==> src/design/srwc_pkg.sv <==
package srwc_pkg;

	// Field widths of the request and response transactions.
	localparam int unsigned POS_W  = 40;   // source byte offsets and sizes
	localparam int unsigned END_W  = POS_W + 1; // offset plus a length, never wraps
	localparam int unsigned LEN_W  = 17;   // request lengths
	localparam int unsigned BUF_W  = 19;   // window buffer indexes and sizes

	// Window geometry. CHUNK_BYTES must be a power of two.
	localparam int unsigned CHUNK_BYTES = 32768;
	localparam int unsigned WINDOW_MAX  = 262144;
	localparam int unsigned MAX_REQUEST = 65536;

	localparam logic [POS_W-1:0] BACKOFF      = POS_W'(2 * CHUNK_BYTES);
	localparam logic [POS_W-1:0] CHUNK_MASK   = ~(POS_W'(CHUNK_BYTES - 1));
	localparam logic [END_W-1:0] WIN_MAX_END  = END_W'(WINDOW_MAX);
	localparam logic [BUF_W-1:0] WIN_MAX_SIZE = BUF_W'(WINDOW_MAX);
	localparam logic [LEN_W-1:0] REQ_LIMIT    = LEN_W'(MAX_REQUEST);

	typedef enum logic [1:0] {
		STATUS_EMPTY  = 2'd0,
		STATUS_HIT    = 2'd1,
		STATUS_REFILL = 2'd2
	} status_t;

	typedef struct packed {
		logic [POS_W-1:0] req_offset;
		logic [LEN_W-1:0] req_len;
	} req_t;

	typedef struct packed {
		status_t          status;
		logic [BUF_W-1:0] buffer_index;
		logic [LEN_W-1:0] avail_len;
		logic [POS_W-1:0] new_window_start;
		logic [BUF_W-1:0] new_window_size;
		logic [BUF_W-1:0] keep_src;
		logic [BUF_W-1:0] keep_count;
		logic             seek_needed;
		logic [POS_W-1:0] read_pos;
		logic [BUF_W-1:0] read_dest;
		logic [BUF_W-1:0] read_count;
	} rsp_t;

	// Everything about a request that does not depend on the current window.
	typedef struct packed {
		logic             empty;
		logic [POS_W-1:0] offset;
		logic [LEN_W-1:0] avail_len;
		logic [END_W-1:0] req_end;
		logic [POS_W-1:0] win_start;
		logic [BUF_W-1:0] win_size;
		logic [END_W-1:0] win_end;
		logic [BUF_W-1:0] buf_off;
	} plan_t;

endpackage

==> src/design/srwc_plan.sv <==
module srwc_plan (
	input  srwc_pkg::req_t            req,
	input  logic [srwc_pkg::POS_W-1:0] src_size,
	output srwc_pkg::plan_t           plan
);
	import srwc_pkg::*;

	logic [LEN_W-1:0] len_sat;
	logic [POS_W-1:0] remain;
	logic [LEN_W-1:0] len_clip;
	logic [END_W-1:0] req_end;
	logic [POS_W-1:0] ws;
	logic [END_W-1:0] ws_max_end;
	logic [BUF_W-1:0] wsz_cap;
	logic [END_W-1:0] ws_end_cap;

	always_comb begin
		len_sat = (req.req_len > REQ_LIMIT) ? REQ_LIMIT : req.req_len;
		remain  = src_size - req.req_offset;
		if (req.req_offset >= src_size) begin
			len_clip = '0;
		end else if ({{(POS_W-LEN_W){1'b0}}, len_sat} > remain) begin
			len_clip = remain[LEN_W-1:0];
		end else begin
			len_clip = len_sat;
		end
		req_end = {1'b0, req.req_offset} + END_W'(len_clip);

		// New window opens two chunks back, aligned down to a chunk boundary.
		if (req.req_offset > BACKOFF) begin
			ws = (req.req_offset - BACKOFF) & CHUNK_MASK;
		end else begin
			ws = '0;
		end

		// Full-size window unless it runs past the end of the source.
		ws_max_end = {1'b0, ws} + WIN_MAX_END;
		if (ws_max_end > {1'b0, src_size}) begin
			wsz_cap = (src_size > ws) ? BUF_W'(src_size - ws) : '0;
		end else begin
			wsz_cap = WIN_MAX_SIZE;
		end
		ws_end_cap = {1'b0, ws} + END_W'(wsz_cap);

		plan.empty     = (req.req_len == '0);
		plan.offset    = req.req_offset;
		plan.avail_len = len_clip;
		plan.req_end   = req_end;
		plan.win_start = ws;
		plan.buf_off   = BUF_W'(req.req_offset - ws);
		// The window always grows to cover the whole requested region.
		if (req_end > ws_end_cap) begin
			plan.win_size = BUF_W'(req_end - {1'b0, ws});
			plan.win_end  = req_end;
		end else begin
			plan.win_size = wsz_cap;
			plan.win_end  = ws_end_cap;
		end
	end

endmodule

==> src/design/sliding_read_window_controller.sv <==
// Sliding read-window controller.
// Requests (offset, length) arrive on the req channel and one response per
// request leaves on the rsp channel, in order. A transaction moves on a
// channel at a rising clock edge where valid is high and stall is low.
// The response reports an empty request, a hit in the buffered window, or a
// refill: the new window, a move command that keeps the overlapping tail of
// the old window, and a read command with a seek flag.
// The user must write the source size through cfg_wr_en / cfg_wr_data only
// while idle; the block does not enforce this. A request passes through
// req_s1, plan_s2 and rsp_s3. Throughput: one transaction per cycle while rsp
// does not stall, set by the window state loop in the second stage, which sees
// the window left by the previous request. A stall on rsp holds every stage
// in place and raises req_stall in the same cycle only once the response
// register is occupied. Reset clears the source size, the window (base,
// length, end) and the source position to zero and empties the pipeline.
module sliding_read_window_controller (
	input  logic                        clk,
	input  logic                        arst_n,
	input  logic                        cfg_wr_en,
	input  logic [srwc_pkg::POS_W-1:0]  cfg_wr_data,
	input  logic                        req_valid,
	output logic                        req_stall,
	input  srwc_pkg::req_t              req,
	output logic                        rsp_valid,
	input  logic                        rsp_stall,
	output srwc_pkg::rsp_t              rsp
);
	import srwc_pkg::*;

	// All stages move together whenever the response register can take data.
	logic advance;

	logic [POS_W-1:0] src_size_q;

	logic   valid_s1;
	req_t   req_s1;
	plan_t  plan_comb;
	logic   valid_s2;
	plan_t  plan_s2;
	logic   valid_s3;
	rsp_t   rsp_s3;
	rsp_t   rsp_next;

	// Window state. The end is kept alongside base and length so the
	// state-dependent compares need no adder in front of them.
	logic [POS_W-1:0] window_base_q;
	logic [BUF_W-1:0] window_len_q;
	logic [END_W-1:0] window_end_q;
	logic [POS_W-1:0] src_pos_q;

	logic             hit;
	logic             overlap;
	logic [BUF_W-1:0] keep_cnt;
	logic [BUF_W-1:0] rd_count;
	logic [POS_W-1:0] rd_origin;
	logic             refill;

	assign advance   = !valid_s3 || !rsp_stall;
	assign req_stall = !advance;
	assign rsp_valid = valid_s3;
	assign rsp       = rsp_s3;

	// The source size register.
	always_ff @(posedge clk or negedge arst_n) begin
		if (!arst_n) begin
			src_size_q <= '0;
		end else if (cfg_wr_en) begin
			src_size_q <= cfg_wr_data;
		end
	end

	srwc_plan u_plan (
		.req      (req_s1),
		.src_size (src_size_q),
		.plan     (plan_comb)
	);

	// Stage two: compare against the live window and build the response.
	always_comb begin
		hit = (plan_s2.offset >= window_base_q) && (plan_s2.req_end <= window_end_q);
		overlap = (plan_s2.win_start >= window_base_q)
			&& ({1'b0, plan_s2.win_start} < window_end_q)
			&& (plan_s2.win_end >= window_end_q);
		if (overlap) begin
			keep_cnt  = BUF_W'(window_end_q - {1'b0, plan_s2.win_start});
			rd_origin = window_end_q[POS_W-1:0];
		end else begin
			keep_cnt  = '0;
			rd_origin = plan_s2.win_start;
		end
		rd_count = plan_s2.win_size - keep_cnt;
		refill   = valid_s2 && !plan_s2.empty && !hit;

		rsp_next                  = '0;
		rsp_next.new_window_start = window_base_q;
		rsp_next.new_window_size  = window_len_q;
		if (plan_s2.empty) begin
			rsp_next.status = STATUS_EMPTY;
		end else if (hit) begin
			rsp_next.status       = STATUS_HIT;
			rsp_next.buffer_index = BUF_W'(plan_s2.offset - window_base_q);
			rsp_next.avail_len    = plan_s2.avail_len;
		end else begin
			rsp_next.status           = STATUS_REFILL;
			rsp_next.buffer_index     = plan_s2.buf_off;
			rsp_next.avail_len        = plan_s2.avail_len;
			rsp_next.new_window_start = plan_s2.win_start;
			rsp_next.new_window_size  = plan_s2.win_size;
			if (overlap) begin
				rsp_next.keep_src   = BUF_W'(plan_s2.win_start - window_base_q);
				rsp_next.keep_count = keep_cnt;
			end
			if (rd_count != '0) begin
				rsp_next.seek_needed = (src_pos_q != rd_origin);
				rsp_next.read_pos    = rd_origin;
				rsp_next.read_dest   = keep_cnt;
				rsp_next.read_count  = rd_count;
			end
		end
	end

	// Pipeline valids and window state.
	always_ff @(posedge clk or negedge arst_n) begin
		if (!arst_n) begin
			valid_s1      <= 1'b0;
			valid_s2      <= 1'b0;
			valid_s3      <= 1'b0;
			window_base_q <= '0;
			window_len_q  <= '0;
			window_end_q  <= '0;
			src_pos_q     <= '0;
		end else if (advance) begin
			valid_s1 <= req_valid;
			valid_s2 <= valid_s1;
			valid_s3 <= valid_s2;
			if (refill) begin
				window_base_q <= plan_s2.win_start;
				window_len_q  <= plan_s2.win_size;
				window_end_q  <= plan_s2.win_end;
				// A read always ends at the window end, kept or not.
				if (rd_count != '0) begin
					src_pos_q <= plan_s2.win_end[POS_W-1:0];
				end
			end
		end
	end

	// Payload registers; they only move with the pipeline.
	always_ff @(posedge clk) begin
		if (advance) begin
			req_s1  <= req;
			plan_s2 <= plan_comb;
			rsp_s3  <= rsp_next;
		end
	end

endmodule
==> config.mk <==
export PLATFORM = sky130hd
export DESIGN_NAME = sliding_read_window_controller
export DESIGN_NICKNAME = d
export VERILOG_FILES = /design/src/design/srwc_pkg.sv /design/src/design/srwc_plan.sv /design/src/design/sliding_read_window_controller.sv
export SDC_FILE = /design/constraint.sdc
export NUM_CORES = 2
export LEC_CHECK = 0
export ABC_AREA = 1
export BUFFER_PORTS_ARGS = -buffer_cell sky130_fd_sc_hd__buf_2
export CAP_MARGIN = 10
export CORE_MARGIN = 2
export CORE_UTILIZATION = 40
export DETAILED_ROUTE_END_ITERATION = 12
export HOLD_SLACK_MARGIN = 0.06
export SYNTH_ARGS = -nofsm -noshare
export SYNTH_HDL_FRONTEND = slang
export SYNTH_SLANG_ARGS = --single-unit
==> constraint.sdc <==
create_clock -name clk -period 11.2 [get_ports clk]
set_input_delay 0.56 -clock clk [delete_from_list [all_inputs] [get_ports clk]]
set_output_delay 0.56 -clock clk [all_outputs]
set_load 0.1 [all_outputs]
==> metrics.cfg <==
[die]
floorplan_row_count=110
die-width_um=305
placeableCoreArea_mm2=0.0899
initial_core_utilization_pct=40.3
fp.dieArea_mm2=0.0930
die_h_um=305
top_level_ports=318

[pwr]
max-vdd-ir-drop_v=0.000197
power.density_mw_per_mm2=316
internal_power_contribution_mw=6.11
p_sw_share_pct=52.7
share_seq_of_total_power_pct=28.2
power.net_switching_mw=6.81
comb_power_share_pct=54.5
total_leakage_power_nw=19.6
clkPwrFrac_pct=17.3
design_power_total_mw=12.9

[flow_run]
max_cap_viol_count=0

[sta]
timing.final.setup_violations=0
worst_slew_pin_slew_ps=1010
slew_headroom_pct=30.9
rsz0062_at_grt=false
timing.fmax_mhz=96.3
fin_worst_skew_ps=32.1
finalCritPeriodShare_pct=92.7
final.setup.tns_ps=0
timing_max_transition_violations_final=0
finalHoldViolCount=0
final.min_clock_period_ps=10380

[drt]
met2_wirelength_mm=54.3
ant_nets=0
wl_per_cell_um=20.2
totalWireLength_mm=117
topRoutingLayerUsed=met4
met3_routed_length_mm=6.49
post_route_drc=0
wl_met1_mm=53.3
firstDrtPassIters=7
first_iter_violations=2388
avgViaCountPerCell=5.21
via_count=30200

[layout]
area_delta_synth_final_pct=12.8
nFillCells=8946
ratio_of_cells_with_drive_above_1_in_the_final_layout_pct=11.1
num-nets-final=5036
seqCellArea_mm2=0.0158
multi_input_comb_area_mm2=0.0176
post-route-util_pct=45.5

[clock_network]
cts.path.max_buffers=3
clk_latency_ps=640
sink_count=552
cts.root.buffer_cell=sky130_fd_sc_hd__clkbuf_16
numCtsBuffers=66
number_of_hold_buffers_added_after_cts=1
clock_tree.htree_level_count=3
cts_tree=built
cts_repair_resize_count=0
clk_pin_slew_ps=60
cts_setup_buffers=0

[yosys]
yosys_warnings=0
avgSynthCellArea_um2=8.40
synth_top_cells_by_area=sky130_fd_sc_hd__edfxtp_1 33%, sky130_fd_sc_hd__ha_1 12%, sky130_fd_sc_hd__nand2_1 11%
ys_async_sr_fraction_pct=27.7
post_synth_num_cell_types=64
syn-instance-count=4317
netlist.top_cell.by_area=sky130_fd_sc_hd__edfxtp_1
yosysSeqAreaShare_pct=43.6
post-synth-top-count-cell=sky130_fd_sc_hd__nand2_1
postSynthRegisterBits=552
summed_instance_area_of_the_synthesized_netlist_mm2=0.0362
synth-main-ff-cell=sky130_fd_sc_hd__edfxtp_1
share_of_yosys_cell_area_claimed_by_the_top_area_cell_type_pct=33.1
yosys-top-cells-count=1057 x sky130_fd_sc_hd__nand2_1, 568 x sky130_fd_sc_hd__inv_1, 408 x sky130_fd_sc_hd__nor2_1
synth_edf_count=399

[hold_path]
holdCritStartpoint=req[9]
min_delay_worst_endpoint=req_s1[9]$_DFFE_PN_
worstHoldPathType=primary input to register
whs_path_depth=1

[placement]
io_buffer_count=287
place_hpwl_mm=93.3
gpl.final_weighted_congestion=0.936

[setup_path]
setup.worst_path.end_class=register
critical_path_required_ps=11580
criticalPathCategory=register to register
critical_path_at_ps=10760
largest_stage_delay_on_the_critical_path_ps=710
worst_r2r_path_depth=57
timing.critical_path.slowest_stage_cell=sky130_fd_sc_hd__edfxtp_1
r2r_setup_slack_ps=820
setup.worst_path.start_class=register
r2r-start=req_s1[56]$_DFFE_PN_
worstPathMaxFanout=43
timing.critical_path.mode_cell=sky130_fd_sc_hd__nand2_1
crit-reg2reg-capture=plan_s2[56]$_DFFE_PN_

[global_route]
grt.overflow.total=0
pin_count_of_the_biggest_net_entering_global_routing=148
grt_pass1_wl_mm=176
track_usage_pct=24.9
antenna_found_initial=0
first_global_vias=29100

[outcome]
outcome=finished clean

state kept, by name, indices dropped and copies added, names as in the netlist:
| signal | flops |
|---|---|
| plan_s2 | 173 |
| rsp | 169 |
| req_s1 | 57 |
| src_pos_q | 40 |
| src_size_q | 40 |
| window_end_q | 26 |
| window_base_q | 25 |
| window_len_q | 19 |
| rsp_valid | 1 |
| valid_s1 | 1 |
| valid_s2 | 1 |
worst max-delay path: cells and delay by family, from the launching register on:
kind,cells,cell delay (ps)
AO/OA/AOI/OAI,4,820
XOR/XNOR,2,400
adder cells (fa/ha/maj),4,1190
buffers and inverters,7,990
flip-flops,1,710
AND/OR/NAND/NOR,40,5950
layout by cell type (no fill, tap or decap), types with 113 or more instances in the layout:
cell type / count
sky130_fd_sc_hd__ha_1: 349
sky130_fd_sc_hd__buf_2: 286
sky130_fd_sc_hd__nand3_1: 263
sky130_fd_sc_hd__edfxtp_1: 399
sky130_fd_sc_hd__nand2_1: 1054
sky130_fd_sc_hd__dfrtp_1: 153
sky130_fd_sc_hd__inv_1: 568
sky130_fd_sc_hd__xor2_1: 113
sky130_fd_sc_hd__a21oi_1: 234
sky130_fd_sc_hd__o21ai_0: 244
sky130_fd_sc_hd__nor2_1: 408
worst max path at each step:
stage / start / end / cells past startpoint
floorplan: rsp_valid$_DFFE_PN0N_ / window_base_q[16]$_DFFE_PN0P_ / 6
global placement: req_s1[41]$_DFFE_PN_ / plan_s2[73]$_DFFE_PN_ / 54
detailed placement: req_s1[34]$_DFFE_PN_ / plan_s2[36]$_DFFE_PN_ / 58
CTS: req_s1[41]$_DFFE_PN_ / plan_s2[66]$_DFFE_PN_ / 59
global route: req_s1[34]$_DFFE_PN_ / plan_s2[70]$_DFFE_PN_ / 58
finish: req_s1[56]$_DFFE_PN_ / plan_s2[56]$_DFFE_PN_ / 57
cells by family after synthesis:
| family | count (synthesis) | share of synthesized area, % |
|---|---|---|
| buffers and inverters | 728 | 8.35 |
| DFF | 552 | 43.6 |
| muxes | 10 | 0.311 |
| other | 2 | 0.0207 |
| xor gates and xnor gates | 137 | 3.35 |
| adders and majority gates | 358 | 12.5 |
| and+or+nand+nor | 1973 | 23.5 |
| AOI/OAI and AO/OA | 557 | 8.28 |
through the flow:
stage	worst slack, ps	cell area (µm²)	hold slack (ps)	cells
floorplan	1490	36400	264	4346
global placement	1110	38600	461	5683
detailed placement	1050	38600	469	5683
CTS	1020	40900	66.6	5806
global route	12.9	40900	88.3	5806
finish	817	40900	102	5807
area by class of cell:
type                       count  share of cell area, %
antenna                        1                0.00612
clock buffer                  88                   4.49
clock inverter                34                  0.988
inverter                     581                   5.35
multi-input combinational   3066                   42.9
sequential                   552                   38.7
tap                         1176                   3.60
timing repair buffer         309                   3.97
power by group through the flow:
stage | clock network (mW) | logic, mW | registers [mW]
4_1_cts | 2.28 | 7.04 | 3.64
5_1_grt | 2.35 | 7.71 | 3.72
2_1_floorplan | 0 | 3.55 | 5.45
3_3_place_gp | 0 | 6.96 | 3.67
6_report | 2.23 | 7.04 | 3.65
3_5_place_dp | 0 | 7.01 | 3.68
layer usage:
layer  global-route usage, %  vias to the layer above
met3                    3.16                      164
met4                    7.58                        0
li1                        -                    14800
met2                    40.6                      935
met5                       0                        -
met1                    34.4                    14300
(Power assumes the default switching activity.)
